<file path="src/cpet_pkg.sv">
`timescale 1ns / 1ps
`default_nettype none
//------------------------------------------------------------------------------
// cpet_pkg
// Shared widths, codes, pipeline stage records and fixed-point helpers for the
// collision pair event tracker.
//------------------------------------------------------------------------------
package cpet_pkg;

    localparam int ID_BITS_DEF = 5;
    localparam int POS_W       = 24;
    localparam int SIZE_W      = 16;
    // Working width for Q8 pixel values after centers and grown bounds are formed.
    localparam int PW          = 28;
    // Squared distances stay below 2^50, so this width holds them with margin.
    localparam int SQ_W        = 2 * PW - 2;

    localparam logic [1:0] SHAPE_RECT   = 2'd0;
    localparam logic [1:0] SHAPE_CIRCLE = 2'd1;

    localparam logic signed [PW-1:0] PX_ONE = PW'(256);

    typedef enum logic [1:0] {
        MODE_NONE,
        MODE_RR,
        MODE_CC,
        MODE_CR
    } mode_t;

    typedef enum logic [1:0] {
        EVT_NONE,
        EVT_ENTER,
        EVT_STAY,
        EVT_EXIT
    } evt_t;

    typedef struct packed {
        logic [1:0]               shape1;
        logic signed [POS_W-1:0]  x1;
        logic signed [POS_W-1:0]  y1;
        logic [SIZE_W-1:0]        w1;
        logic [SIZE_W-1:0]        h1;
        logic [1:0]               shape2;
        logic signed [POS_W-1:0]  x2;
        logic signed [POS_W-1:0]  y2;
        logic [SIZE_W-1:0]        w2;
        logic [SIZE_W-1:0]        h2;
    } geom_t;

    typedef struct packed {
        mode_t                 mode;
        logic signed [PW-1:0]  rr_dx;
        logic signed [PW-1:0]  rr_dy;
        logic signed [PW-1:0]  rr_sw;
        logic signed [PW-1:0]  rr_sh;
        logic signed [PW-1:0]  c_x;
        logic signed [PW-1:0]  c_y;
        logic signed [PW-1:0]  c_r;
        logic signed [PW-1:0]  o_x;
        logic signed [PW-1:0]  o_y;
        logic signed [PW-1:0]  o_r;
        logic signed [PW-1:0]  r_lx;
        logic signed [PW-1:0]  r_ty;
        logic signed [PW-1:0]  r_hx;
        logic signed [PW-1:0]  r_by;
    } prep_t;

    typedef struct packed {
        mode_t            mode;
        logic             rr_hit;
        logic             span;
        logic             grown_in;
        logic [SQ_W-1:0]  q_xl;
        logic [SQ_W-1:0]  q_yt;
        logic [SQ_W-1:0]  q_r;
        logic [SQ_W-1:0]  q_xh;
        logic [SQ_W-1:0]  q_yb;
    } sq_t;

    // Half a size in Q8 pixels: size * 50, built from shifts.
    function automatic logic signed [PW-1:0] times50(input logic [SIZE_W-1:0] v);
        logic [PW-1:0] z;
        z = {{(PW - SIZE_W){1'b0}}, v};
        return $signed((z << 5) + (z << 4) + (z << 1));
    endfunction

    function automatic logic signed [PW-1:0] times100(input logic [SIZE_W-1:0] v);
        logic signed [PW-1:0] h;
        h = times50(v);
        return h <<< 1;
    endfunction

    function automatic logic signed [PW-1:0] sext_pos(input logic signed [POS_W-1:0] v);
        return {{(PW - POS_W){v[POS_W-1]}}, v};
    endfunction

    // Truncate a Q8 value toward zero to whole pixels.
    function automatic logic signed [PW-1:0] trunc_px(input logic signed [PW-1:0] v);
        logic signed [PW-1:0] m;
        m = {v[PW-1:8], 8'h00};
        if (v[PW-1] && (v[7:0] != 8'h00))
        begin
            m = m + PX_ONE;
        end
        return m;
    endfunction

endpackage
`default_nettype wire

</file>
<file path="src/cpet_decide.sv">
`timescale 1ns / 1ps
`default_nettype none
//------------------------------------------------------------------------------
// cpet_decide
// Third compute stage: sums squared distances, compares them with the squared
// radius and selects the hit result for the shape pair.
//------------------------------------------------------------------------------
module cpet_decide (
    input  logic          clk,
    input  logic          en,
    input  cpet_pkg::sq_t sq,
    output logic          hit_reg
);
    import cpet_pkg::*;

    logic            hit_next;
    logic [SQ_W:0]   s_xl_yt, s_xh_yt, s_xl_yb, s_xh_yb, r2;
    logic            corner;

    always_comb
    begin
        s_xl_yt = {1'b0, sq.q_xl} + {1'b0, sq.q_yt};
        s_xh_yt = {1'b0, sq.q_xh} + {1'b0, sq.q_yt};
        s_xl_yb = {1'b0, sq.q_xl} + {1'b0, sq.q_yb};
        s_xh_yb = {1'b0, sq.q_xh} + {1'b0, sq.q_yb};
        r2      = {1'b0, sq.q_r};

        corner = (s_xl_yt <= r2) || (s_xh_yt <= r2) ||
                 (s_xl_yb <= r2) || (s_xh_yb <= r2);

        case (sq.mode)
            MODE_RR: hit_next = sq.rr_hit;
            MODE_CC: hit_next = (s_xl_yt <= r2);
            MODE_CR: hit_next = sq.span ? sq.grown_in : corner;
            default: hit_next = 1'b0;
        endcase
    end

    always_ff @(posedge clk)
    begin
        if (en)
        begin
            hit_reg <= hit_next;
        end
    end

endmodule
`default_nettype wire

</file>
<file path="config.mk">
export PLATFORM = sky130hd
export DESIGN_NAME = cpet_decide
export DESIGN_NICKNAME = d
export VERILOG_FILES = /design/src/cpet_pkg.sv /design/src/cpet_decide.sv
export SDC_FILE = /design/constraint.sdc
export NUM_CORES = 1
export LEC_CHECK = 0
export BUFFER_PORTS_ARGS = -buffer_cell sky130_fd_sc_hd__buf_2
export CAP_MARGIN = 20
export CORE_ASPECT_RATIO = 2
export CORE_MARGIN = 2
export CORE_UTILIZATION = 33
export CTS_CLUSTER_SIZE = 28
export DETAILED_ROUTE_END_ITERATION = 6
export GPL_TIMING_DRIVEN = 0
export PLACE_DENSITY_LB_ADDON = 0.12
export SLEW_MARGIN = 20
export SYNTH_ARGS = -nofsm -noshare
export SYNTH_HDL_FRONTEND = slang
export SYNTH_SLANG_ARGS = --single-unit
</file>
<file path="constraint.sdc">
create_clock -name clk -period 7.12 [get_ports clk]
set_clock_uncertainty 0.15 [all_clocks]
set_input_delay 1.424 -clock clk [delete_from_list [all_inputs] [get_ports clk]]
set_output_delay 1.424 -clock clk [all_outputs]
set_load 0.02 [all_outputs]
</file>
# [Yosys cells after proc, flatten, opt, wreduce, memory -nomap -nowiden]
# Cells that the tools add are included.
[word_totals] regBits=1 input_bits=277 output_inout_bits=1 word_cells=17
[op_classes] n_addsub=4 order_cmp=4 n_eq_ne=3 n_mux=2 reduce_logical=3
[ops] operator="$add 54x54->55" count=4
[ops] operator="$le 55x54->1" count=4
[ops] operator="$eq 2x2->1 const B" count=2
[ops] operator="$logic_or 1x1->1" count=3
[ops] operator="$pmux 1 s3" count=1
[ops] operator="$eq 2x1->1 const B" count=1
[ops] operator="$mux 1" count=1

# [Depth between registers and ports, before layout]
[logic_depth] ltp_word=7 depth_mapped=25 mapped_depth_nobuf=25

# [Worst setup path before layout]
# No wires, ideal clock.
[synth_path] path_type="input to register" from="input port sq[0] (netlist name)" to="register hit_reg (data pin)" setup_ns=0.137 arrival_ns=6.075 setup_slack_ns=0.758 stages=25 cell_sequence="ha_1 > fa_1 > a21o_1 > a21oi_1 > o41a_1 > o21ai_2 > a311oi_2 > o31ai_1 > a311oi_1 > nand2_1 > a221o_1 > a21oi_1 > xnor2_1 > ha_1 > nand4_1 > or2_2 > nor2_1 > nand4_1 > inv_1 > a41oi_1 > a2111o_1 > a31oi_1 > o21a_1 > a221oi_1 > nand4_1"
[synth_via] elab_chain_cells=6
[synth_lines] item="from (decl)" line_no="cpet_decide.sv:11" source="input cpet_pkg::sq_t sq,"
[synth_lines] item="$add 54x54->55" line_no="cpet_decide.sv:24" source="s_xl_yb = {1'b0, sq.q_xl} + {1'b0, sq.q_yb};"
[synth_lines] item="$le 55x54->1" line_no="cpet_decide.sv:29" source="(s_xl_yb <= r2) || (s_xh_yb <= r2);"
[synth_lines] item="$logic_or 1x1->1" line_no="cpet_decide.sv:28" source="corner = (s_xl_yt <= r2) || (s_xh_yt <= r2) ||"
[synth_lines] item="$logic_or 1x1->1 (*)" line_no="cpet_decide.sv:29"
[synth_lines] item="$mux 1 (*)" line_no="cpet_decide.sv:34" source="MODE_CR: hit_next = sq.span ? sq.grown_in : corner;"
[synth_lines] item="$pmux 1 s3 (*)" line_no="cpet_decide.sv:31" source="case (sq.mode)"
[synth_lines] item="named net hit_next" line_no="cpet_decide.sv:16" source="logic hit_next;"
[synth_lines] item="to (signal assigned)" line_no="cpet_decide.sv:43" source="hit_reg <= hit_next;"
[synth_lines] item="to (decl)" line_no="cpet_decide.sv:12" source="output logic hit_reg"
# The timed path passes the listed nets; every way through them passes the cells marked *.
# A chain may end at the register's enable or synchronous reset.

# [Worst setup path after layout]
[layout_path] from="input port sq[14] (netlist name)" to="register hit_reg (data pin)"
# Same word-level chain as after synthesis.

==> impl_metrics.py <==
metrics = {
    "grt": {
        "grtUsageTotal_pct": 28.1,
        "grt_max_degree": 10,
        "grt_first_pass_wirelength_um": 108000,
        "antenna_found_initial": 6,
        "grt_pass1_vias": 18400,
        "overflow": 0,
    },
    "routing": {
        "vias": 17900,
        "firstDrtPassIters": 7,
        "drtIter0Drc": 994,
        "drc": 5,
        "routed.top_layer": "met5",
        "ant_nets": 0,
        "wl_met3_um": 2330,
        "met2RoutedLength_um": 41100,
        "wl_met1_um": 23300,
        "viasPerCell": 5.74,
        "drt-wirelength-per-cell_um": 23.7,
        "wirelength_um": 73900,
    },
    "status": {
        "outcome": "complete, but fails checks",
        "violations": "design-rule violations, negative setup slack",
    },
    "timing": {
        "final-max-slew-violation-count": 0,
        "finalHoldViolations": 0,
        "rsz0062_at_grt": "yes",
        "layout_min_cycle_time_ns": 7.45,
        "setup_violations": 1,
        "setup_slack_ns": -0.330,
        "timing.fmax_mhz": 134,
        "hold_slack_ns": 1.55,
        "worstMarginPinSlew_ns": 1.07,
        "relSlewSlack_pct": 28.7,
        "post-route-period-util_pct": 105,
    },
    "cells_and_area": {
        "area_delta_synth_final_pct": 16.4,
        "drive_above_1_share_pct": 14.5,
        "largest_reg_flops": 1,
        "area.sequential_sq_um": 30.0,
        "fillCellCount": 5268,
        "multi_input_area_sq_um": 15800,
        "final_nets": 3196,
    },
    "floorplan": {
        "start_util_pct": 33.3,
        "coreArea_sq_um": 48200,
        "io-pin-count": 278,
        "die_h_um": 316,
        "die_x_um": 160,
        "rows": 114,
        "dieArea_sq_um": 50600,
    },
    "power_and_ir_drop": {
        "p_switching_mw": 1.24,
        "power.total_mw": 2.13,
        "power_frac_clock_pct": 0,
        "p_leak_nw": 9.51,
        "pwr-share-seq_pct": 0.5,
        "p_int_mw": 0.887,
        "vdd_drop_max_uv": 51.1,
        "p_comb_share_pct": 99.5,
        "switching_share_pct": 58.3,
        "power_density_nw_per_um2": 114,
    },
    "synth": {
        "ys_types": 73,
        "synth.area.top_cells": "ha_1 34%, a21oi_1 8.9%, a21o_1 8.7%",
        "synth_top_area_share_pct": 33.7,
        "syn_area_sq_um": 16100,
        "yosysTopAreaCell": "ha_1",
        "synth_warnings": 0,
        "syn_nets": 2904,
        "synth_edf_count": 1,
        "seq_area_frac_synth_pct": 0.187,
        "synth-async-reset-ratio_pct": 0,
        "synthCells": 2191,
        "ys.flop_type": "edfxtp_1",
        "ys_ff_latch": 1,
        "synth_area_per_cell_sq_um": 7.33,
    },
    "place": {
        "portBuffers": 277,
        "gp_congestion": 1.03,
        "hpwl_um": 67400,
    },
    "setup_path": {
        "setup.worst_path.class": "input pin to register",
        "cp-end-kind": "register",
        "worstPathRequired_ns": 6.82,
        "path_cells": "buf_2, ha_4, nand2_1, o211ai_1, a21o_1, buf_4, and4_1, a22o_1, a31oi_2, o21ai_0, xor2_1, ha_1, a21oi_1, nor2b_1, o21ai_0, o21ai_0, nor4_2, o21ai_2, a2111o_1, a31oi_4, o21a_1, a221oi_2, nand4_1",
        "critPathMaxStageDelay_ns": 0.67,
        "crit_top_cell": "o21ai_0",
        "critPathBufInv": 2,
        "crit_fanout": 5,
        "cp_data_arrival_time_ns": 7.15,
        "setup.worst_path.start_class": "input pin",
        "critical_path.slowest_cell": "o211ai_1",
        "path_delay_family": "compound AO/OA/AOI/OAI gates",
    },
    "clock_network": {
        "path_clk_slew_ns": 0,
        "holdBufCountCts": 0,
    },
    "job": {
        "maxCapViolations": 0,
    },
    "worst_hold_path": {
        "hold_start": "en",
        "holdPathStages": 1,
        "holdCritPathClass": "input pin to register",
        "holdPathEnd": "hit_reg",
    },
}
[area by class of cell]
cell class / count / area share, %
tap: 638 / 4.27
antenna: 3 / 0.0402
inverter: 116 / 2.33
buffer: 35 / 0.703
multi-input combinational: 2039 / 84.4
timing repair buffer: 290 / 8.06
sequential: 1 / 0.161
[cell families (layout without fill, tap and decap cells)]
family,Yosys count,after routing,synth area share [%]
xor gates and xnor gates,197,197,10.7
muxes,2,2,0.125
AOI/OAI and AO/OA,843,843,33.8
adders and majority gates,436,436,34.2
buffers and inverters,151,441,3.53
DFF,1,1,0.187
and+or+nand+nor,561,561,17.4
other,0,3,0
[stage by stage]
step / util (%) / cell area [sq um] / cells / setup TNS [ns] / worst slack (ns)
finish: 38.8 / 18700 / 3122 / -0.330 / -0.330
global route: 38.8 / 18700 / 3119 / -0.456 / -0.456
CTS: 38.5 / 18600 / 3116 / -0.429 / -0.429
detailed placement: 37.9 / 18300 / 3106 / -1.66 / -1.66
global placement: 37.8 / 18200 / 3106 / -1.77 / -1.77
floorplan: - / 16100 / 2191 / 0 / 0.758
[how the worst max path moves through the flow]
stage,depth (start not counted),start,end,slack [ns]
6_report,23,sq[14],hit_reg,-0.33
5_1_grt,23,sq[238],hit_reg,-0.46
4_1_cts,27,sq[0],hit_reg,-0.43
3_5_place_dp,24,sq[15],hit_reg,-1.66
3_3_place_gp,24,sq[17],hit_reg,-1.77
2_1_floorplan,25,sq[0],hit_reg,0.76
[Yosys cell counts, types with 4 or more instances]
cell type  count
o21a_1        41
a21boi_0       6
and2_1         9
o31ai_1       10
or3_1          6
nor3_1        33
nor2b_1       38
clkbuf_1      32
fa_1           4
nand2_1      136
a221oi_1       7
o2111ai_1      5
nor4_1        10
or2_2          5
xnor2_1      127
nor2_1       117
o21ai_1        6
nand2b_1      26
ha_1         432
inv_1        116
a31o_2         5
a21o_1       187
a31oi_1       23
o211ai_1      16
a211o_1        6
nand4_1       69
o21ai_0      138
a41oi_1        5
a221oi_2       5
xor2_1        70
a211oi_1      15
a21oi_1      284
and4_1         9
a311oi_1       5
o21bai_1      32
nand3b_1       5
and3_1        23
a221o_1        7
nand3_1       69
[cells in the final DEF, fill, tap and decap left out, types with 6 or more instances in the layout]
cell	instances
ha_1	427
a21oi_1	277
buf_2	275
a21o_1	187
nand2_1	136
o21ai_0	131
xnor2_1	127
inv_1	116
nor2_1	116
xor2_1	70
nand3_1	69
nand4_1	69
o21a_1	41
nor2b_1	38
clkbuf_1	32
o21bai_1	32
nor3_1	30
nand2b_1	26
and3_1	23
a31oi_1	21
o211ai_1	16
a211oi_1	14
buf_4	12
and4_1	9
o31ai_1	9
o21ai_1	8
and2_1	8
a21oi_2	7
o21ai_2	7
a221o_1	7
or3_1	6
a211o_1	6
a221oi_2	6
nor4_1	6
[power groups by stage]
stage                     sequential [mW]   clock [mW]  combinational [mW]
final                              0.0101  0.000000413                2.12
after global routing               0.0102            0                2.36
after global placement             0.0102            0                2.01
after CTS                          0.0102            0                2.09
after detailed placement           0.0102            0                2.04
after floorplan                    0.0104            0                1.41
[layer usage]
metal / vias up / GRT usage (%)
li1: 8881 / -
met1: 8271 / 24.2
met2: 550 / 58.7
met3: 210 / 2.02
met4: 6 / 21.8
met5: - / 0
[what timing repair did]
item                                    in CTS  in global routing
endpoints found under the hold margin        0                  0
pin swaps                                   24                 12
gates resized for setup                     49                 19
endpoints found under the setup margin       1                  1
buffers inserted                            10                  3
Power figures use the tool's default switching activity.
