===== src/cpet_pkg.sv =====
`timescale 1ns / 1ps
`default_nettype none
//------------------------------------------------------------------------------
// cpet_pkg
// Shared widths, codes, pipeline stage records and fixed-point helpers for the
// collision pair event tracker.
//------------------------------------------------------------------------------
package cpet_pkg;

    localparam int ID_BITS_DEF = 5;
    localparam int POS_W       = 24;
    localparam int SIZE_W      = 16;
    // Working width for Q8 pixel values after centers and grown bounds are formed.
    localparam int PW          = 28;
    // Squared distances stay below 2^50, so this width holds them with margin.
    localparam int SQ_W        = 2 * PW - 2;

    localparam logic [1:0] SHAPE_RECT   = 2'd0;
    localparam logic [1:0] SHAPE_CIRCLE = 2'd1;

    localparam logic signed [PW-1:0] PX_ONE = PW'(256);

    typedef enum logic [1:0] {
        MODE_NONE,
        MODE_RR,
        MODE_CC,
        MODE_CR
    } mode_t;

    typedef enum logic [1:0] {
        EVT_NONE,
        EVT_ENTER,
        EVT_STAY,
        EVT_EXIT
    } evt_t;

    typedef struct packed {
        logic [1:0]               shape1;
        logic signed [POS_W-1:0]  x1;
        logic signed [POS_W-1:0]  y1;
        logic [SIZE_W-1:0]        w1;
        logic [SIZE_W-1:0]        h1;
        logic [1:0]               shape2;
        logic signed [POS_W-1:0]  x2;
        logic signed [POS_W-1:0]  y2;
        logic [SIZE_W-1:0]        w2;
        logic [SIZE_W-1:0]        h2;
    } geom_t;

    typedef struct packed {
        mode_t                 mode;
        logic signed [PW-1:0]  rr_dx;
        logic signed [PW-1:0]  rr_dy;
        logic signed [PW-1:0]  rr_sw;
        logic signed [PW-1:0]  rr_sh;
        logic signed [PW-1:0]  c_x;
        logic signed [PW-1:0]  c_y;
        logic signed [PW-1:0]  c_r;
        logic signed [PW-1:0]  o_x;
        logic signed [PW-1:0]  o_y;
        logic signed [PW-1:0]  o_r;
        logic signed [PW-1:0]  r_lx;
        logic signed [PW-1:0]  r_ty;
        logic signed [PW-1:0]  r_hx;
        logic signed [PW-1:0]  r_by;
    } prep_t;

    typedef struct packed {
        mode_t            mode;
        logic             rr_hit;
        logic             span;
        logic             grown_in;
        logic [SQ_W-1:0]  q_xl;
        logic [SQ_W-1:0]  q_yt;
        logic [SQ_W-1:0]  q_r;
        logic [SQ_W-1:0]  q_xh;
        logic [SQ_W-1:0]  q_yb;
    } sq_t;

    // Half a size in Q8 pixels: size * 50, built from shifts.
    function automatic logic signed [PW-1:0] times50(input logic [SIZE_W-1:0] v);
        logic [PW-1:0] z;
        z = {{(PW - SIZE_W){1'b0}}, v};
        return $signed((z << 5) + (z << 4) + (z << 1));
    endfunction

    function automatic logic signed [PW-1:0] times100(input logic [SIZE_W-1:0] v);
        logic signed [PW-1:0] h;
        h = times50(v);
        return h <<< 1;
    endfunction

    function automatic logic signed [PW-1:0] sext_pos(input logic signed [POS_W-1:0] v);
        return {{(PW - POS_W){v[POS_W-1]}}, v};
    endfunction

    // Truncate a Q8 value toward zero to whole pixels.
    function automatic logic signed [PW-1:0] trunc_px(input logic signed [PW-1:0] v);
        logic signed [PW-1:0] m;
        m = {v[PW-1:8], 8'h00};
        if (v[PW-1] && (v[7:0] != 8'h00))
        begin
            m = m + PX_ONE;
        end
        return m;
    endfunction

endpackage
`default_nettype wire


===== src/cpet_track.sv =====
`timescale 1ns / 1ps
`default_nettype none
//------------------------------------------------------------------------------
// cpet_track
// Per-pair touching memory with its clearing pass after reset, and the event
// stage that turns the hit result and the stored bit into enter, stay or exit.
//------------------------------------------------------------------------------
module cpet_track #(
    parameter int ID_BITS = cpet_pkg::ID_BITS_DEF
) (
    input  logic                   clk,
    input  logic                   rst_n,
    input  logic                   rd_en,
    input  logic [2*ID_BITS-1:0]   rd_idx,
    input  logic                   wr_en,
    input  logic [2*ID_BITS-1:0]   wr_idx,
    input  logic                   hit,
    output logic                   clearing,
    output cpet_pkg::evt_t         evt_reg,
    output logic                   hit_reg
);
    import cpet_pkg::*;

    localparam int IDX_W = 2 * ID_BITS;
    localparam int DEPTH = 1 << IDX_W;

    logic                 mem [DEPTH];
    logic                 touch_reg;
    logic [IDX_W:0]       clr_cnt_reg, clr_cnt_next;
    logic                 mem_we;
    logic [IDX_W-1:0]     mem_waddr;
    logic                 mem_wdata;
    evt_t                 evt_next;

    always_comb
    begin
        clearing     = !clr_cnt_reg[IDX_W];
        clr_cnt_next = clearing ? (clr_cnt_reg + 1'b1) : clr_cnt_reg;
        mem_we       = clearing || wr_en;
        mem_waddr    = clearing ? clr_cnt_reg[IDX_W-1:0] : wr_idx;
        mem_wdata    = clearing ? 1'b0 : hit;

        if (hit)
        begin
            evt_next = touch_reg ? EVT_STAY : EVT_ENTER;
        end
        else
        begin
            evt_next = touch_reg ? EVT_EXIT : EVT_NONE;
        end
    end

    always_ff @(posedge clk or negedge rst_n)
    begin
        if (!rst_n)
        begin
            clr_cnt_reg <= '0;
        end
        else
        begin
            clr_cnt_reg <= clr_cnt_next;
        end
    end

    // The item entering the event stage may write the entry that the next item
    // reads at the same edge; its new value is forwarded.
    always_ff @(posedge clk)
    begin
        if (mem_we)
        begin
            mem[mem_waddr] <= mem_wdata;
        end
        if (rd_en)
        begin
            if (wr_en && (wr_idx == rd_idx))
            begin
                touch_reg <= hit;
            end
            else
            begin
                touch_reg <= mem[rd_idx];
            end
        end
    end

    always_ff @(posedge clk)
    begin
        if (wr_en)
        begin
            evt_reg <= evt_next;
            hit_reg <= hit;
        end
    end

endmodule
`default_nettype wire


===== config.mk =====
export PLATFORM = sky130hd
export DESIGN_NAME = cpet_track
export DESIGN_NICKNAME = d
export VERILOG_FILES = /design/src/cpet_pkg.sv /design/src/cpet_track.sv
export SDC_FILE = /design/constraint.sdc
export NUM_CORES = 1
export LEC_CHECK = 0
export BUFFER_PORTS_ARGS = -buffer_cell sky130_fd_sc_hd__buf_2
export CAP_MARGIN = 40
export CELL_PAD_IN_SITES_DETAIL_PLACEMENT = 1
export CELL_PAD_IN_SITES_GLOBAL_PLACEMENT = 1
export CORE_MARGIN = 2
export CORE_UTILIZATION = 58
export DETAILED_ROUTE_END_ITERATION = 10
export PLACE_DENSITY_LB_ADDON = 0.1
export SLEW_MARGIN = 10
export SYNTH_ARGS = -nofsm -noshare
export SYNTH_HDL_FRONTEND = slang
export SYNTH_SLANG_ARGS = --single-unit

===== constraint.sdc =====
create_clock -name clk -period 29.2 [get_ports clk]
set_input_delay 1.46 -clock clk [delete_from_list [all_inputs] [get_ports clk]]
set_output_delay 1.46 -clock clk [all_outputs]
set_load 0.05 [all_outputs]

Word level (Yosys, flattened, before mapping):

Memories as Yosys holds them, arrays and structs flattened.
Cells that the tools add are included.

* bits in latches: 0
* output and inout port bits: 4
* flip-flop bits (word level): 15
* memories: 1
* bits in read-only memories: 0
* memory bits (writable): 1024

Memories
* mem: words 1024, width 1, rd ports 1, clocked after memory_dff 0, wr ports 1, line cpet_track.sv:27 `logic mem [DEPTH];`

* mux-type cells: 9
* equality and inequality tests: 1
* magnitude comparators: 0
* $add $sub $neg: 1
* shift-type cells: 0
* multipliers: 0
* divide/modulo/power cells: 0
* reduce and logical (&&, ||, !) cells: 3
* bitwise logic cells: 0

Operator list (count)
* 11-bit by 1-bit adder with 11-bit output (second input constant): 1
* 11-bit two-way mux: 1
* 10-bit equality test: 1
* 10-bit two-way mux: 1
* 2-bit two-way mux: 3
* 1-bit two-way mux: 4
* 1-bit logical AND: 1
* 1-bit logical NOT: 1
* 1-bit logical OR: 1

Depth between registers and ports, before layout:

Gate-level depths: netlist (run 1).

* depth in word-level cells: 4
* depth in mapped cells: 13

Worst setup path after synthesis (run 1):

OpenSTA, ideal clock, no wires.

* path kind: input to register
* start: input hit
* end: memory mem[0], data pin
* cell stages on the path: 1
* slack: 12.139 ns
* arrival time: 14.197 ns
* cells stage by stage: and2_1

* cells in the longest elaborated chain, start to end: 1

Ends and longest elaborated chain
* start, declared: line cpet_track.sv:17 `input logic hit,`
* 1-bit two-way mux: line cpet_track.sv:41 `mem_wdata = clearing ? 1'b0 : hit;`
* end, declared: line cpet_track.sv:27

Every way passes these cells.

Worst setup path after layout (run 1):

* start: input rd_idx[0]
* end: register touch_reg, data pin

* cells in the longest elaborated chain, start to end: 3

Ends and longest elaborated chain
* start, declared: line cpet_track.sv:14 `input logic [2*ID_BITS-1:0] rd_idx,`
* branches (longest 2 deep; another with memory 1024 x 1 bit)
* 1-bit two-way mux (*): line cpet_track.sv:75 `if (wr_en && (wr_idx == rd_idx))`
* end signal, assigned: line cpet_track.sv:77 `touch_reg <= hit;`
* end signal, assigned: line cpet_track.sv:81 `touch_reg <= mem[rd_idx];`
* end, declared: line cpet_track.sv:28 `logic touch_reg;`

Every way passes the cells marked *.
A chain may end at the register's enable or synchronous reset.

==> results of run 1 <==
## Yosys cell counts, types with 3 or more instances
cell type     n  area (um2)
mux2i_1      61         611
o311ai_0      3        26.3
buf_12        3        60.1
and2_1        8        50.1
nand2b_1      7        43.8
edfxtp_1   1028       30900
and3_1        9        56.3
o21ai_0      19        95.1
a31oi_1      10        62.6
a21oi_1      27         135
o41ai_1       3        26.3
nand4_1      11        68.8
xnor2_1      19         166
or2_2         8        50.1
nor4_1        7        43.8
inv_1        14        52.6
nor3b_1       3        22.5
a22o_1        4        35.0
nor2b_1       8        50.1
a311oi_1      3        26.3
or3_1        14        87.6
mux2_2       13         146
a221oi_1     12         105
a22oi_1      66         495
mux4_2      230        5180
o32ai_1       4        35.0
a211oi_1      5        37.5
o211ai_1      3        22.5
buf_2        33         165
nand3_1      25         125
buf_4        16         120
buf_6        15         169
clkbuf_1    230         863
nor3_1       36         180
dfrtp_1      11         275
nor2_1     1042        3910
o22ai_1      16         100
nand2_1     102         383
## where the power goes
group	internal, mW	switching, mW
Combinational	0.0304	0.0599
Sequential	1.61	0.000308
Clock	0.770	0.575
Total	2.41	0.635
## layer usage
metal / vias up / global-route usage [%] / part of all wire (%)
li1: 11534 / - / -
met1: 14934 / 48.3 / 36
met2: 1720 / 59.5 / 48
met3: 419 / 6.60 / 10
met4: 2 / 17.2 / 5.2
met5: - / 0 / 0.0076
## metrics by stage
| step | hold slack [ns] | util, % |
|---|---|---|
| final | 0.542 | 65.0 |
| after global routing | 0.593 | 65.0 |
| after CTS | 0.537 | 64.9 |
| after detailed placement | 0.527 | 60.5 |
| after global placement | 0.512 | 59.4 |
| after floorplan | 0.447 | - |
## layout make-up
type                            instances  share of cell area [%]
Multi-Input combinational cell       1809                    25.5
Sequential cell                      1039                    61.9
Tap cell                             1040                    2.59
Clock buffer                          127                    5.60
Inverter                               14                   0.105
Clock inverter                         65                    1.10
Timing Repair Buffer                  138                    3.18
## how the worst max path moves through the flow
| stage | to | slack (ns) |
|---|---|---|
| CTS | touch_reg | 23.83 |
| detailed placement | touch_reg | 23.14 |
| global route | touch_reg | 23.47 |
| global placement | touch_reg | 23.17 |
| floorplan | mem[0] | 12.14 |
| finish | touch_reg | 23.78 |
## cells by family after synthesis
kind of cell,synth area share [%]
mux,13.1
xor+xnor,0.387
compound gates,3.16
fa+ha+maj,0.0276
flops,68.8
buf+inv,3.20
simple gates,11.3
## cells in the final DEF, fill, tap and decap left out, drive strengths merged, types with 3 or more instances in the layout
master,n
a22o,4
a221oi,13
or2,9
and3,9
mux2i,61
buf,138
nor3,36
a22oi,66
xnor2,19
o311ai,3
nand4,11
clkbuf,127
nand2b,7
o22ai,16
nand3,25
o211ai,4
nor3b,3
inv,15
a311oi,3
nand2,102
a31oi,10
a21oi,27
dfrtp,11
clkinv,53
or3,14
o32ai,5
nor2b,8
bufinv,10
mux4,230
o21ai,19
a211oi,5
o41ai,4
nor4,7
edfxtp,1028
mux2,13
nor2,1043
and2,8
## worst max-delay path, cell delays in order
cell and delay [ns]:
buf_8 0.45, buf_4 0.71, buf_12 0.65, and2_1 0.71, a22oi_1 0.19, nand3_1 0.14, nand4_1 0.15, nor4_1 0.55
o211a_1 0.25, a211oi_1 0.07, nand3b_1 0.21
==> impl_metrics.ini, run 1 <==
[run_status]
outcome = completed

[setup_path]
cp-startpoint = rd_idx[0]
crit_path_end_kind = flip-flop
rrSetupSlack_ns = 25.11
r2r_cells = 7
rr_startpoint = clr_cnt_reg[10]
required_ns = 29.63
reg2reg_to = mem[713]
critPathLaunchType = input port
timing_worst_setup_path_type = input port to flip-flop
path_max_fanout = 106
worst_ep_arrival_time_ns = 5.85

[global_routing]
grt_pass1_wl_um = 210000
grt_usage_pct = 36.5
grt_pass1_vias = 29853
overflow = 0
grt_antenna_before_repair = 4
grt_start_max_net_pins = 116

[clock_tree]
path_clk_slew_ns = 0.07
cts_num_sinks = 1039
htree_levels = 3
clk_latency_ns = 0.68
cts_tree = done
clock_path_buffers = 3
post_cts_resized = 0
cts-root-buf = clkbuf_16
numCtsBuffers = 107
postCtsSetupBuffers = 0
ctsHoldBuffers = 0

[power_and_ir_drop]
finalPower_mw = 3.05
total_leakage_power_nw = 13.0
pwr_density_cell_nw_per_um2 = 60.7
vdd_drop_max_mv = 0.0524

[logic_synthesis]
ys_warn_count = 0
synth_ff_type = edfxtp_1
synth_nets = 3187
ys_types = 63
synth_edf_count = 1028
async_reset_ff_share_pct = 1.06
ys_ff_latch = 1039
syn_inst = 3161
avgSynthCellArea_um2 = 14.3
syn_area_um2 = 45300
synth_seq_area_share_pct = 68.8

[placed_design]
numPortBuffers = 28
globalplace.congestion = 0.843
pre_cts_slack_ns = 23.14
dpl-instance-area_um2 = 46800
dp_cells = 4037
hpwl_um = 79200

[floorplanning]
chipHeight_um = 283
ios = 29
start_util_pct = 58.5
die_x_um = 283
core_region_area_um2 = 77300
die-area_um2 = 80300
rows = 102

[cells_and_area]
nets = 3135
filler_cell_count = 7022
largest_register_ffs = 1024
ff_latch_area_um2 = 31100
drive_gt1_share_pct = 18.1
design_area_um2 = 50300
multiInputGateArea_um2 = 12800
areaGrowthSynthToFinish_pct = 11.1
diodes = 0
final_cells = 4232

[detailed_routing]
wire_per_inst_um = 34.3
wirelength_um = 145000
route.detailed.drc = 0
firstDrtPassIters = 6
via_per_inst = 6.76
vias = 28609
antenna_left = 0
drtIter0Drc = 4049

[hold_path]
hold_path_startpoint = clr_cnt_reg[4]
hold_path_class = flip-flop to flip-flop
hold_end = clr_cnt_reg[4]
min_delay_path_depth = 1

[timing]
finalMaxSlewViolations = 0
hold_viol = 0
post-route-min-period_ns = 5.42
worst_pin_slew_ns = 1.01
fin_ws_ns = 23.78
rsz0062_at_grt = no
fmax_mhz = 184
finalCritPeriodShare_pct = 18.6
tns_ns = 0
fin_worst_skew_ns = 0.0253
maxSlewHeadroom_pct = 32.6
setup_viol = 0

[flow_run]
drv_cap = 0
Note: power is estimated with default switching activity, not from simulation.
==> run 2: changes to the inputs <==
--- a/config.mk
+++ b/config.mk
@@ -10,7 +10,7 @@
 export CELL_PAD_IN_SITES_DETAIL_PLACEMENT = 1
 export CELL_PAD_IN_SITES_GLOBAL_PLACEMENT = 1
 export CORE_MARGIN = 2
-export CORE_UTILIZATION = 58
+export CORE_UTILIZATION = 54
 export DETAILED_ROUTE_END_ITERATION = 10
 export PLACE_DENSITY_LB_ADDON = 0.1
 export SLEW_MARGIN = 10
==> constraint.sdc (replaced) <==
create_clock -name clk -period 5.7 [get_ports clk]
set_input_delay 0.285 -clock clk [delete_from_list [all_inputs] [get_ports clk]]
set_output_delay 0.285 -clock clk [all_outputs]
set_load 0.05 [all_outputs]
==> impl_metrics.ini, run 2 (synthesis gave the netlist of run 1 again) <==
[setup_path]
timing_worst_setup_path_type = flip-flop to flip-flop
required_ns = 6.11
reg2reg_to = mem[345]
crit_path_end_kind = flip-flop
path_max_fanout = 23
r2r_cells = 7
worst_ep_arrival_time_ns = 4.23
rrSetupSlack_ns = 1.87
rr_startpoint = clr_cnt_reg[10]
critPathLaunchType = flip-flop

[timing]
hold_viol = 0
finalMaxSlewViolations = 0
tns_ns = 0
setup_viol = 0
fmax_mhz = 261
rsz0062_at_grt = no
fin_worst_skew_ns = 0.0264
maxSlewHeadroom_pct = 19.7
post-route-min-period_ns = 3.83
finalCritPeriodShare_pct = 67.1
worst_pin_slew_ns = 1.20
whs_ns = 0.361

[hold_path]
hold_end = mem[689]
min_delay_path_depth = 4
hold_path_startpoint = wr_idx[2]
hold_path_class = input port to flip-flop

[power_and_ir_drop]
swShare_pct = 21.0
power.internal_mw = 12.5
pwr_density_cell_nw_per_um2 = 311
power_switching_mw = 3.31
total_leakage_power_nw = 13.2
seqPwrFrac_pct = 52.4
pwr-share-clk_pct = 44.5
p_comb_share_pct = 3.1
vdd_drop_max_mv = 0.236

[cells_and_area]
drive_gt1_share_pct = 18.5
design_area_um2 = 50700
final_cell_mix = nor2_1 (1041), edfxtp_1 (1028), mux4_2 (230)
nets = 3148
final_common_cell = nor2_1
areaGrowthSynthToFinish_pct = 12.0
largest_register_ffs = 1024

[clock_tree]
clk_latency_ns = 0.68
cts_tree = done
cts_num_sinks = 1039
path_clk_slew_ns = 0.06
postCtsSetupBuffers = 0
htree_levels = 3
clock_path_buffers = 3
numCtsBuffers = 109
post_cts_resized = 0
cts-root-buf = clkbuf_16

[floorplanning]
rows = 106
die-area_um2 = 86200
start_util_pct = 54.4
core_region_area_um2 = 83300
chipHeight_um = 294
die_x_um = 294
ios = 29

[detailed_routing]
wire_per_inst_um = 32.2
route.detailed.drc = 0
drtIter0Drc = 3510
wirelength_um = 138000
antenna_left = 0
vias = 28012
via_per_inst = 6.52
firstDrtPassIters = 5

[run_status]
outcome = completed

[placed_design]
hpwl_um = 81600
numPortBuffers = 28
globalplace.congestion = 0.836
dpl-instance-area_um2 = 47100

[global_routing]
grt_usage_pct = 32.5
grt_antenna_before_repair = 2
grt_pass1_vias = 29481
overflow = 0
grt_pass1_wl_um = 201000
grt_start_max_net_pins = 270

[flow_run]
drv_cap = 0
## run 2: cell count changes in the layout (fill, tap and decap cells not counted), moves of 2 or more
cell,previous run,this run
inv_6,1,3
dlygate4sd3_1,0,5
clkbuf_1,17,21
buf_12,3,17
clkinv_2,22,29
clkinv_1,30,24
clkbuf_16,110,112
clkbuf_8,0,3
buf_4,66,60
## run 2: power groups by stage
| stage | clock network, mW | logic (mW) | registers, mW |
|---|---|---|---|
| 3_3_place_gp | 0 | 0.464 | 8.43 |
| 6_report | 7.02 | 0.485 | 8.27 |
| 4_1_cts | 7.08 | 0.481 | 8.27 |
| 3_5_place_dp | 0 | 0.476 | 8.43 |
| 2_1_floorplan | 0 | 0.294 | 8.44 |
| 5_1_grt | 7.35 | 0.503 | 8.27 |
## run 2: area by class of cell
| cell class | instances | area (um2) |
|---|---|---|
| timing repair buffer | 149 | 1860 |
| clock buffer | 136 | 2920 |
| sequential | 1039 | 31100 |
| multi-input combinational | 1809 | 12800 |
| inverter | 14 | 52.6 |
| clock inverter | 67 | 556 |
| tap | 1080 | 1350 |
| antenna | 1 | 2.50 |
| fill | 7651 | 32600 |
## run 2: worst max-delay path by stage
| stage | startpoint | endpoint | cells after the start |
|---|---|---|---|
| finish | clr_cnt_reg[10] | mem[345] | 7 |
| CTS | clr_cnt_reg[10] | mem[89] | 7 |
| detailed placement | rd_idx[0] | touch_reg | 10 |
| floorplan | clr_cnt_reg[10] | mem[0] | 3 |
| global route | clr_cnt_reg[10] | mem[851] | 9 |
| global placement | rd_idx[0] | touch_reg | 10 |
## run 2: metrics by stage
stage | total power, mW | util, % | instances | worst slack (ns)
2_1_floorplan | 8.73 | - | 3161 | 0.0248
3_3_place_gp | 8.90 | 55.4 | 4036 | 1.67
3_5_place_dp | 8.91 | 56.6 | 4085 | 1.62
4_1_cts | 15.8 | 60.8 | 4293 | 1.92
5_1_grt | 16.1 | 60.9 | 4294 | 1.67
6_report | 15.8 | 60.9 | 4295 | 1.87
## run 2: timing repair
item                                    4_1_cts  5_1_grt
hold buffers                                  5        0
endpoints found under the hold margin        17        0
endpoints found under the setup margin        0        0
## run 2: metal layers
layer  part of all wire [%]  track usage (%)  wire length [um]
met5                      0                0                 0
met2                     49             54.1             68300
met4                    4.4             13.2              6100
met3                    8.7             5.51             12100
met1                     37             43.0             51900
## run 2: critical path: stages, from the launching register on
cell and delay (ns):
dfrtp_1 0.61, buf_16 0.22, inv_1 0.20, nor2_1 0.73, nor2_1 0.38, nand2_2 0.74, buf_4 0.49, nor2_1 0.11
