File: src/cpet_pkg.sv
`timescale 1ns / 1ps
`default_nettype none
//------------------------------------------------------------------------------
// cpet_pkg
// Shared widths, codes, pipeline stage records and fixed-point helpers for the
// collision pair event tracker.
//------------------------------------------------------------------------------
package cpet_pkg;

    localparam int ID_BITS_DEF = 5;
    localparam int POS_W       = 24;
    localparam int SIZE_W      = 16;
    // Working width for Q8 pixel values after centers and grown bounds are formed.
    localparam int PW          = 28;
    // Squared distances stay below 2^50, so this width holds them with margin.
    localparam int SQ_W        = 2 * PW - 2;

    localparam logic [1:0] SHAPE_RECT   = 2'd0;
    localparam logic [1:0] SHAPE_CIRCLE = 2'd1;

    localparam logic signed [PW-1:0] PX_ONE = PW'(256);

    typedef enum logic [1:0] {
        MODE_NONE,
        MODE_RR,
        MODE_CC,
        MODE_CR
    } mode_t;

    typedef enum logic [1:0] {
        EVT_NONE,
        EVT_ENTER,
        EVT_STAY,
        EVT_EXIT
    } evt_t;

    typedef struct packed {
        logic [1:0]               shape1;
        logic signed [POS_W-1:0]  x1;
        logic signed [POS_W-1:0]  y1;
        logic [SIZE_W-1:0]        w1;
        logic [SIZE_W-1:0]        h1;
        logic [1:0]               shape2;
        logic signed [POS_W-1:0]  x2;
        logic signed [POS_W-1:0]  y2;
        logic [SIZE_W-1:0]        w2;
        logic [SIZE_W-1:0]        h2;
    } geom_t;

    typedef struct packed {
        mode_t                 mode;
        logic signed [PW-1:0]  rr_dx;
        logic signed [PW-1:0]  rr_dy;
        logic signed [PW-1:0]  rr_sw;
        logic signed [PW-1:0]  rr_sh;
        logic signed [PW-1:0]  c_x;
        logic signed [PW-1:0]  c_y;
        logic signed [PW-1:0]  c_r;
        logic signed [PW-1:0]  o_x;
        logic signed [PW-1:0]  o_y;
        logic signed [PW-1:0]  o_r;
        logic signed [PW-1:0]  r_lx;
        logic signed [PW-1:0]  r_ty;
        logic signed [PW-1:0]  r_hx;
        logic signed [PW-1:0]  r_by;
    } prep_t;

    typedef struct packed {
        mode_t            mode;
        logic             rr_hit;
        logic             span;
        logic             grown_in;
        logic [SQ_W-1:0]  q_xl;
        logic [SQ_W-1:0]  q_yt;
        logic [SQ_W-1:0]  q_r;
        logic [SQ_W-1:0]  q_xh;
        logic [SQ_W-1:0]  q_yb;
    } sq_t;

    // Half a size in Q8 pixels: size * 50, built from shifts.
    function automatic logic signed [PW-1:0] times50(input logic [SIZE_W-1:0] v);
        logic [PW-1:0] z;
        z = {{(PW - SIZE_W){1'b0}}, v};
        return $signed((z << 5) + (z << 4) + (z << 1));
    endfunction

    function automatic logic signed [PW-1:0] times100(input logic [SIZE_W-1:0] v);
        logic signed [PW-1:0] h;
        h = times50(v);
        return h <<< 1;
    endfunction

    function automatic logic signed [PW-1:0] sext_pos(input logic signed [POS_W-1:0] v);
        return {{(PW - POS_W){v[POS_W-1]}}, v};
    endfunction

    // Truncate a Q8 value toward zero to whole pixels.
    function automatic logic signed [PW-1:0] trunc_px(input logic signed [PW-1:0] v);
        logic signed [PW-1:0] m;
        m = {v[PW-1:8], 8'h00};
        if (v[PW-1] && (v[7:0] != 8'h00))
        begin
            m = m + PX_ONE;
        end
        return m;
    endfunction

endpackage
`default_nettype wire

File: src/cpet_prep.sv
`timescale 1ns / 1ps
`default_nettype none
//------------------------------------------------------------------------------
// cpet_prep
// First compute stage: classifies the shape pair, puts the circle first, and
// forms centers, radii, rectangle spans and rectangle-pair overlap terms.
//------------------------------------------------------------------------------
module cpet_prep (
    input  logic            clk,
    input  logic            en,
    input  cpet_pkg::geom_t geom,
    output cpet_pkg::prep_t prep_reg
);
    import cpet_pkg::*;

    prep_t                prep_next;
    logic                 swap;
    logic signed [PW-1:0] x1, y1, x2, y2;
    logic signed [PW-1:0] w1h, h1h, w2h, h2h;

    always_comb
    begin
        x1  = sext_pos(geom.x1);
        y1  = sext_pos(geom.y1);
        x2  = sext_pos(geom.x2);
        y2  = sext_pos(geom.y2);
        w1h = times50(geom.w1);
        h1h = times50(geom.h1);
        w2h = times50(geom.w2);
        h2h = times50(geom.h2);

        // A rectangle first and a circle second is swapped so the circle leads.
        swap = (geom.shape1 == SHAPE_RECT) && (geom.shape2 == SHAPE_CIRCLE);

        case ({geom.shape1, geom.shape2})
            {SHAPE_RECT, SHAPE_RECT}:     prep_next.mode = MODE_RR;
            {SHAPE_CIRCLE, SHAPE_CIRCLE}: prep_next.mode = MODE_CC;
            {SHAPE_CIRCLE, SHAPE_RECT},
            {SHAPE_RECT, SHAPE_CIRCLE}:   prep_next.mode = MODE_CR;
            default:                      prep_next.mode = MODE_NONE;
        endcase

        prep_next.rr_dx = x1 - x2;
        prep_next.rr_dy = y1 - y2;
        prep_next.rr_sw = w1h + w2h;
        prep_next.rr_sh = h1h + h2h;

        prep_next.c_x = swap ? (x2 + w2h) : (x1 + w1h);
        prep_next.c_y = swap ? (y2 + h2h) : (y1 + h1h);
        prep_next.c_r = swap ? w2h : w1h;

        prep_next.o_x = x2 + w2h;
        prep_next.o_y = y2 + h2h;
        prep_next.o_r = w2h;

        prep_next.r_lx = swap ? x1 : x2;
        prep_next.r_ty = swap ? y1 : y2;
        prep_next.r_hx = swap ? (x1 + times100(geom.w1)) : (x2 + times100(geom.w2));
        prep_next.r_by = swap ? (y1 + times100(geom.h1)) : (y2 + times100(geom.h2));
    end

    always_ff @(posedge clk)
    begin
        if (en)
        begin
            prep_reg <= prep_next;
        end
    end

endmodule
`default_nettype wire

File: config.mk
export PLATFORM = sky130hd
export DESIGN_NAME = cpet_prep
export DESIGN_NICKNAME = d
export VERILOG_FILES = /design/src/cpet_pkg.sv /design/src/cpet_prep.sv
export SDC_FILE = /design/constraint.sdc
export NUM_CORES = 1
export LEC_CHECK = 0
export ABC_AREA = 0
export BUFFER_PORTS_ARGS = -buffer_cell sky130_fd_sc_hd__buf_2
export CAP_MARGIN = 20
export CELL_PAD_IN_SITES_DETAIL_PLACEMENT = 2
export CELL_PAD_IN_SITES_GLOBAL_PLACEMENT = 2
export CORE_MARGIN = 4
export CORE_UTILIZATION = 35
export DETAILED_ROUTE_END_ITERATION = 16
export HOLD_SLACK_MARGIN = 0.15
export PLACE_DENSITY_LB_ADDON = 0.1
export SKIP_LAST_GASP = 1
export SLEW_MARGIN = 20
export SYNTH_ARGS = -nofsm -noshare
export SYNTH_HDL_FRONTEND = slang
export SYNTH_SLANG_ARGS = --single-unit
File: constraint.sdc
create_clock -name clk -period 7.2 [get_ports clk]
set_clock_uncertainty 0.15 [all_clocks]
set_input_delay 0.36 -clock clk [delete_from_list [all_inputs] [get_ports clk]]
set_output_delay 0.36 -clock clk [all_outputs]
set_load 0.02 [all_outputs]
# == Word-level counts from Yosys, hierarchy flattened ==
# Index checks and enable logic that the tools add are counted.
# W data, S select, Z words.
# word_totals
ff_bits,394
elab_cells,51
# classes
add_sub_neg,20
eq_ne,4
n_mux,8
reduce_logical,4
# ops
operator,n
$mux W28,7
$add A21 B20 Y22,4
$add A24 B25 Y26,3
$add A24 B24 Y25,3
$add A22 B17 Y23,3
$add A24 B28 Y28,2
$add A28 B28 Y28,2
$sub A24 B24 Y25,2
$add A28 B17 Y28,1
$eq A4 B3 Y1 const B,2
$pmux W2 S3,1
$eq A4 B1 Y1 const B,1
$logic_not A4 Y1,1
$eq A2 B1 Y1 const B,1
$logic_not A2 Y1,1
$reduce_or A2 Y1,1
$logic_and A1 B1 Y1,1

# == Logic depth before layout (Yosys ltp) ==
# Gate-level depths: netlist of the first run.
# depth
depth_word,4
ltp_mapped,28
ltp_nobuf,28

# == Worst setup path after synthesis of the first run ==
# OpenSTA, ideal clock, no wires.
# synth_path
path_type,input-to-reg
start,in geom[82] in the netlist's numbering
end,"reg prep_reg[22] in the netlist's numbering, data pin"
setup_time_ns,0.272
t_arrival_ns,4.783
setup_slack_ns,1.995
path_stages,26
n_path_buf,0
cell_sequence,ha_1 -> inv_1 -> fa_1 -> nor2b_1 -> o21ai_1 -> a21bo_2 -> nand2_1 -> a21o_1 -> xor2_1 -> ha_1 -> a21o_1 -> a21oi_1 -> inv_1 -> o21a_1 -> nor2_1 -> xnor2_1 -> ha_1 -> a21o_1 -> a21o_1 -> a21o_1 -> or3_1 -> o311ai_1 -> nand2b_1 -> a21oi_1 -> xor2_1 -> mux2i_1
# synth_rtl
element,line,rtl
start: declaration,cpet_prep.sv:11,"input cpet_pkg::geom_t geom,"
end signal: assignment,cpet_prep.sv:66,prep_reg <= prep_next;
end: declaration,cpet_prep.sv:12,output cpet_pkg::prep_t prep_reg

==> results of run 1 <==
cell usage in the layout (no fill, tap or decap), drive strengths merged, types with 38 or more instances in the layout:
cell,n
a211oi,39
edfxtp,340
o21ai,203
xnor2,170
nor2,233
clkbuf,53
ha,360
fa,53
o21a,53
nand2,253
nor3,61
inv,176
nand3,47
a21o,107
dlygate4sd3,113
xor2,95
nor2b,38
buf,543
a21oi,232
power groups by stage:
stage	Clock [W]	Combinational [W]	Sequential, W
2_1_floorplan	0	0.00457	0.00401
3_3_place_gp	0	0.00774	0.00337
3_5_place_dp	0	0.00802	0.00338
4_1_cts	0.00239	0.00817	0.00335
5_1_grt	0.00247	0.00885	0.00339
6_report	0.00234	0.00820	0.00334
how the worst max path moves through the flow:
stage	start	end	slack [ps]	cells after the start
floorplan	geom[82]	prep_reg[22]	2000	26
global placement	geom[98]	prep_reg[52]	860	19
detailed placement	geom[0]	prep_reg[23]	910	20
CTS	geom[17]	prep_reg[275]	960	22
global route	geom[82]	prep_reg[22]	560	27
finish	geom[82]	prep_reg[22]	930	27
per-layer routing:
| layer | vias up | wire [um] |
|---|---|---|
| li1 | 12095 | - |
| met5 | - | 0 |
| met2 | 570 | 64300 |
| met1 | 13448 | 49800 |
| met3 | 166 | 4590 |
| met4 | 0 | 3700 |
synth_stat cells, types with 54 or more instances:
master / n / area [um2]
buf_4: 54 / 405
nor2_1: 233 / 875
edfxtp_1: 340 / 10200
o21ai_0: 173 / 866
ha_1: 360 / 4500
a21o_1: 107 / 803
nand2_1: 253 / 950
a21oi_1: 229 / 1150
nor3_1: 61 / 305
xnor2_1: 170 / 1490
inv_1: 171 / 642
xor2_1: 95 / 832
repair_timing:
action	4_1_cts	5_1_grt
hold endpoints to repair	84	0
endpoints found under the setup margin	0	0
hold buffers	113	0
kinds of logic after synthesis:
family,count (synthesis),synth area share (%)
AO/OA/AOI/OAI,865,19.4
AND/OR/NAND/NOR,789,12.7
adder cells (fa/ha/maj),413,19.3
flip-flops,340,35.4
buffers and inverters,272,4.25
XOR/XNOR,265,8.06
multiplexers,21,0.773
other,1,0.0130
critical path, stage by stage:
cell and delay, ps:
dlygate4sd3_1 520, buf_2 200, ha_1 210, inv_1 60
fa_1 390, nor2b_1 130, o21ai_1 90, a21bo_2 250
nand2_1 70, a21o_1 160, xor2_1 160, ha_1 300
a21o_1 200, a21oi_1 280, nor2_1 90, a221oi_1 360
nor2b_1 210, xnor2_1 250, ha_1 370, a21o_1 180
a21o_1 210, or3_1 360, o311ai_1 390, nand2b_1 150
a21oi_1 220, xor2_1 170, mux2i_1 90
cell type report:
type / count / area [um2] / area share [%]
sequential: 340 / 10200 / 29.2
inverter: 172 / 646 / 1.84
multi-input combinational: 2378 / 17500 / 49.9
clock inverter: 31 / 308 / 0.879
timing repair buffer: 656 / 3910 / 11.2
antenna: 2 / 5.00 / 0.0143
clock buffer: 53 / 1160 / 3.30
tap: 1060 / 1330 / 3.79
metrics by stage:
step	hold slack, ps	util, %	instances
after floorplan	309	-	2990
after global placement	440	40.0	4493
after detailed placement	463	40.0	4493
after CTS	153	43.2	4690
after global routing	181	43.2	4692
final	143	43.2	4692
==> impl_results.md, run 1 <==
- Post-Synthesis Cells: 2966
- Syn Std Cell Area: 0.0288 mm2
- Power Density: 396 mW/mm2
- Setup_tns: 0 ps
- Sequential share of the synthesized area: 35.4%
- Post-DP Area: 0.0324 mm2
- Full die area: 0.0869 mm2
- Final RePlAce weighted congestion: 0.885
- CTS buffer count: 45
- EDFF count, synth: 340
- Drt pass-1 iters: 5
- Post-CTS resize count: 0
- Number of global-route vias before repair: 29445
- Gr busiest metal: met2
- Crit path time final: 6270 ps
- First-pass GRT wire length: 181000 um
- Least-Margin Pin Slew: 1120 ps
- Worst slack, placed: 905 ps
- Sw Share: 47.3%
- Met1 track demand over resource: 31.9%
- Routed via count: 26279
- HP Start: en
- Sw Pwr: 0.00656 W
- Critical path arrival: 6420 ps
- Routed Antenna Nets: 0
- IR drop worst, VDD: 0.187 mV
- Worst setup EP type: register
- Fmax: 0.160 GHz
- Main synth FF type: edfxtp_1
- Yosys warnings: 0
- #FFs+latches synth: 340
- Reg clk slew, reported paths: 60 ps
- Post-CTS Setup Bufs: 0
- Fill cell count: 8755
- Final Slew Violations: 0
- Mean Syn Cell Area: 9.71 um2
- All-layer global routing usage: 27.1%
- Hold Path Stages: 1
- Clock tree from TritonCTS: done
- Row cnt: 104
- Result of the run: complete, no violations
- DR WL/cell: 26.1 um
- WS Path Type: in2reg
- CORE AREA: 0.0811 mm2
- Max reg flops: 340
- Largest net degree at the start of global routing: 193
- Max cap viols: 0
- Worst EP required: 7350 ps
- Flop pwr share: 24.1%
- Final nets: 4172
- Final setup fails: 0
- H-tree Lvls: 2
- Clock Power Share: 16.9%
- Total wire length: 122000 um
- Final WS setup: 931 ps
- Gate power share: 59.0%
- Total gr overflow: 0
- Clk sinks: 340
- Initial Util: 35.5%
- HPWL after DPL: 96600 um
- Vias per cell: 5.60
- Cell variety after synth: 90
- Leakage: 15.5 nW
- RSZ-0062 raised after global routing: false
- Period utilisation layout: 87.1%
- Hold crit path type: in2reg
- Port bufs: 534
- Initial DRC count: 1331
- Die height: 295 um
- Internal power: 0.00732 W
- Initial antenna violation count: 2
- CTS Root Cell: clkbuf_16
- Die Wd: 295 um
- Boundary pin count: 560
- Finished layout cell area: 0.0350 mm2
- Startpoint Class: primary input
- Layout area overhead: 21.6%
- Maximum buffer depth of the clock tree: 3
- Final Hold Viols: 0
- Hold Path End: prep_reg[342]
- Share of layout cells above drive strength 1: 17.8%
- Power consumption: 0.0139 W
- FFs w/ async S/R, synth: 0%
- Worst Path Max Fanout: 5
- Met3 Usage GRT: 2.76%
- M2 GR Usage: 51.8%
- Slew headroom: 24.5%
- Residual DRC: 0
Power figures use the tool's default switching activity.
==> run 2: changes to the inputs <==
Settings changed: CORE_UTILIZATION 35 to 23.
Clock period 7.2 ns to 6.3 ns, I/O delays scaled along.
==> run 2 against run 1 <==
Net effect:
- worst hold slack better by 67 ps
- worst setup slack lost 690 ps
- cell count up 13%
- critical path depth shrank 5
- power increased by 18%
- critical path type unchanged
- largest power group unchanged
==> impl_results.md, run 2 (synthesized netlist as in run 1, its figures left out) <==
- Result of the run: complete, no violations
- Commonest non-fill, non-tap cell in the layout: buf_2
- Final Slew Violations: 0
- Vias per cell: 4.88
- Initial antenna violation count: 6
- Port bufs: 534
- IR drop worst, VDD: 0.199 mV
- Slew headroom: 32.5%
- First-pass GRT wire length: 189000 um
- Post-DP Area: 0.0335 mm2
- Row cnt: 129
- Clk sinks: 340
- WP buf/inv: 4
- HPWL after DPL: 107000 um
- Startpoint Class: primary input
- Leakage: 15.8 nW
- Final Hold Viols: 0
- Crit-path cells: dlygate4sd3_1, buf_2, fa_1, ha_1, fa_1, a21o_1, a21oi_1, o21bai_1, a21oi_1, buf_4, o21ai_1, a31o_2, a21oi_1, xnor2_1, ha_1, or3_1, or3_1, o32a_1, o21ai_1, o31a_1, xnor2_1, dlygate4sd3_1
- Worst slack, placed: -60.4 ps
- Final nets: 4230
- Final RePlAce weighted congestion: 0.824
- Max reg flops: 340
- CORE AREA: 0.124 mm2
- All-layer global routing usage: 19.1%
- Least-Margin Pin Slew: 1010 ps
- Die height: 362 um
- Clock tree from TritonCTS: done
- Largest net degree at the start of global routing: 139
- Crit-path max cell delay: 560 ps
- Power Density: 450 mW/mm2
- Fmax: 0.165 GHz
- Worst setup EP type: register
- Register area: 0.0102 mm2
- Total wire length: 129000 um
- Maximum buffer depth of the clock tree: 3
- Number of global-route vias before repair: 29149
- Fill cell count: 13786
- Period utilisation layout: 96.1%
- Number of cells on the critical path: 22
- Max cap viols: 0
- H-tree Lvls: 2
- Leading cell types in the layout, fill and taps excluded: 533 x buf_2, 359 x ha_1, 340 x edfxtp_1
- Initial DRC count: 1147
- Multi-input gate area: 0.0176 mm2
- Critical path arrival: 6280 ps
- Final WS setup: 243 ps
- Boundary pin count: 560
- Routed via count: 25956
- DP Cell Count: 5117
- Residual DRC: 0
- Worst Setup SP: geom[16]
- DR WL/cell: 24.3 um
- Full die area: 0.131 mm2
- Reg clk slew, reported paths: 60 ps
- Hold crit path type: in2reg
- Most frequent CP cell: a21oi_1
- Finished layout cell area: 0.0364 mm2
- Finished Layout Cells: 5324
- Worst EP required: 6520 ps
- Drt pass-1 iters: 4
- RSZ-0062 raised after global routing: true
- Layout area overhead: 26.3%
- Final setup fails: 0
- CP top delay family: compound AO/OA/AOI/OAI gates
- Crit path time final: 6060 ps
- Initial Util: 23.2%
- Die Wd: 362 um
- CTS Root Cell: clkbuf_16
- Routed Antenna Nets: 0
- WS Path Type: in2reg
- Worst Path Max Fanout: 4
- CTS buffer count: 47
- Total gr overflow: 0
- CP max-delay cell: dlygate4sd3_1
- Share of layout cells above drive strength 1: 19.2%
- Setup_tns: 0 ps
- Setup crit end: prep_reg[191]
run 2: cell types whose count changed in the layout (fill, tap and decap cells not counted), moves of 4 or more:
cell and change:
dlygate4sd3_1 +9, buf_4 +47, clkinv_1 -6, clkinv_2 +4
run 2: layout make-up:
type	instances	area share, %
tap	1637	5.63
sequential	340	28.1
multi-input combinational	2378	48.3
inverter	172	1.78
clock buffer	54	3.36
clock inverter	27	0.905
timing repair buffer	712	12.0
antenna	4	0.0275
run 2: per-layer routing:
| layer | GRT usage, % | wire length, um |
|---|---|---|
| met3 | 2.68 | 4480 |
| met5 | 0 | 7 |
| met2 | 34.8 | 64900 |
| met4 | 5.57 | 3800 |
| met1 | 23.4 | 56200 |
run 2: what timing repair did:
item	CTS	global route
endpoints found under the setup margin	0	18
setup buffers	0	0
resized for setup	0	12
hold buffers	122	0
hold endpoints to repair	158	0
run 2: how the worst min path moves through the flow:
| stage | from | to | slack [ps] | cells after the start |
|---|---|---|---|---|
| after floorplan | geom[16] | prep_reg[113] | 260 | 0 |
| after global placement | geom[32] | prep_reg[140] | 390 | 1 |
| after detailed placement | geom[32] | prep_reg[140] | 400 | 1 |
| after CTS | geom[66] | prep_reg[178] | 160 | 3 |
| after global routing | geom[76] | prep_reg[188] | 190 | 3 |
| final | geom[19] | prep_reg[116] | 210 | 2 |
run 2: stage by stage:
| step | util [%] | power, W | hold slack [ps] |
|---|---|---|---|
| floorplan | - | 0.00980 | 264 |
| detailed placement | 27.0 | 0.0135 | 400 |
| finish | 29.3 | 0.0164 | 210 |
| global route | 29.3 | 0.0176 | 187 |
| CTS | 29.3 | 0.0166 | 158 |
| global placement | 27.0 | 0.0133 | 394 |
run 2: where the power goes:
part	total (W)	leakage, nW	switching, W	internal, W
registers	0.00391	3.33	0.000374	0.00354
clock network	0.00281	0.763	0.00114	0.00167
logic	0.00964	11.7	0.00616	0.00349
total	0.0164	15.8	0.00767	0.00869
==> run 3: changes to the inputs <==
Clock period 6.3 ns to 5.6 ns, I/O delays scaled along.
==> run 3 against run 2 <==
Net effect:
- critical path type unchanged
- global-route usage grew 0.24 points
- sequential power up 12%
- non-clock buffer count is 222 higher
- critical path depth is 2 lower
- core utilization up 1.3 points
- clock power up 6%
==> impl_results.md, run 3 (synthesized netlist as in run 1, its figures left out) <==
- Initial DRC count: 1022
- Startpoint Class: primary input
- IR drop worst, VDD: 0.271 mV
- CP top delay family: compound AO/OA/AOI/OAI gates
- Gate power share: 61.5%
- CTS buffer count: 47
- Row cnt: 129
- Final WS setup: 130 ps
- Clock Power Share: 15.6%
- Leading cell types in the layout, fill and taps excluded: 533 x buf_2, 360 x ha_1, 340 x edfxtp_1
- Largest net degree at the start of global routing: 121
- Critical path arrival: 5770 ps
- Maximum buffer depth of the clock tree: 3
- Worst EP required: 5900 ps
- Vias per cell: 4.83
- Full die area: 0.131 mm2
- Hold crit path type: in2reg
- Max reg flops: 340
- Final nets: 4452
- Commonest non-fill, non-tap cell in the layout: buf_2
- Internal power: 0.0103 W
- Final RePlAce weighted congestion: 0.857
- Final Slew Violations: 0
- Residual DRC: 0
- Number of global-route vias before repair: 30123
- Die height: 362 um
- Worst slack, placed: -513 ps
- All-layer global routing usage: 19.4%
- Reg clk slew, reported paths: 70 ps
- Post-Route Utilization: 30.6%
- Most frequent CP cell: a21oi_1
- Least-Margin Pin Slew: 904 ps
- Max cap viols: 0
- Fmax: 0.183 GHz
- Worst Path Max Fanout: 6
- Initial antenna violation count: 6
- Hold Path Stages: 5
- HPWL after DPL: 109000 um
- Port bufs: 534
- Power consumption: 0.0192 W
- Initial Util: 23.2%
- Power Density: 505 mW/mm2
- H-tree Lvls: 2
- Fill cell count: 13868
- Crit-path cells: dlygate4sd3_1, buf_2, fa_1, ha_1, a21o_1, a21oi_1, o21ai_0, a31oi_1, xnor2_1, ha_1, and3_1, a221o_1, a21oi_1, o21ai_1, o2111ai_1, a311oi_1, buf_4, buf_4, or3_1, a21oi_1
- CTS Root Cell: clkbuf_16
- Flop pwr share: 22.9%
- Drt pass-1 iters: 5
- Final Hold Viols: 0
- Leakage: 16.9 nW
- Setup_tns: 0 ps
- Crit-path max cell delay: 530 ps
- Share of layout cells above drive strength 1: 23.7%
- Worst setup EP type: register
- CORE AREA: 0.124 mm2
- DR WL/cell: 23.6 um
- Sw Pwr: 0.00885 W
- Boundary pin count: 560
- WS Path Type: in2reg
- Sw Share: 46.2%
- Slew headroom: 39.7%
- Routed via count: 26831
- Result of the run: complete, no violations
- Total wire length: 131000 um
- Number of cells on the critical path: 20
- Layout area overhead: 31.8%
- Period utilisation layout: 97.7%
- Clock tree from TritonCTS: done
- Total gr overflow: 0
- Min Hold Slack: 198 ps
- WP buf/inv: 4
- Routed Antenna Nets: 0
- Clk sinks: 340
- Crit path time final: 5470 ps
- CP max-delay cell: dlygate4sd3_1
- Die Wd: 362 um
- First-pass GRT wire length: 192000 um
- Final setup fails: 0
==> run 3: worst paths after layout <==
kind,startpoint,endpoint
max,geom[100],prep_reg[50]
min,geom[0],prep_reg[225]
==> run 3: routing by layer <==
metal	up-vias	global-route usage, %	wire, um
li1	12660	-	-
met5	-	0	7
met2	485	35.3	65800
met1	13523	23.5	56800
met3	161	2.70	4250
met4	2	6.12	4260
==> run 3: repair_timing <==
action	4_1_cts	5_1_grt
hold buffers	126	0
endpoints found under the setup margin	0	23
resized for setup	0	14
setup buffers	0	1
endpoints found under the hold margin	192	0
==> run 3: final cells by class <==
type / count / area (um2) / area share (%)
sequential: 340 / 10200 / 26.9
inverter: 172 / 646 / 1.70
antenna: 6 / 15.0 / 0.0395
multi-input combinational: 2378 / 17500 / 46.2
clock buffer: 57 / 1230 / 3.25
tap: 1637 / 2050 / 5.39
clock inverter: 29 / 230 / 0.606
timing repair buffer: 934 / 6040 / 15.9
==> run 3: power by group through the flow <==
| stage | Combinational (W) | Clock (W) | Sequential (W) |
|---|---|---|---|
| global route | 0.0129 | 0.00321 | 0.00447 |
| CTS | 0.0119 | 0.00312 | 0.00442 |
| detailed placement | 0.0118 | 0 | 0.00446 |
| global placement | 0.0115 | 0 | 0.00445 |
| finish | 0.0118 | 0.00299 | 0.00439 |
| floorplan | 0.00588 | 0 | 0.00515 |
==> run 3: metrics by stage <==
stage	instances	cell area, um2
floorplan	2990	28900
detailed placement	5334	35100
global placement	5334	35100
CTS	5546	37900
global route	5550	38000
finish	5553	38000
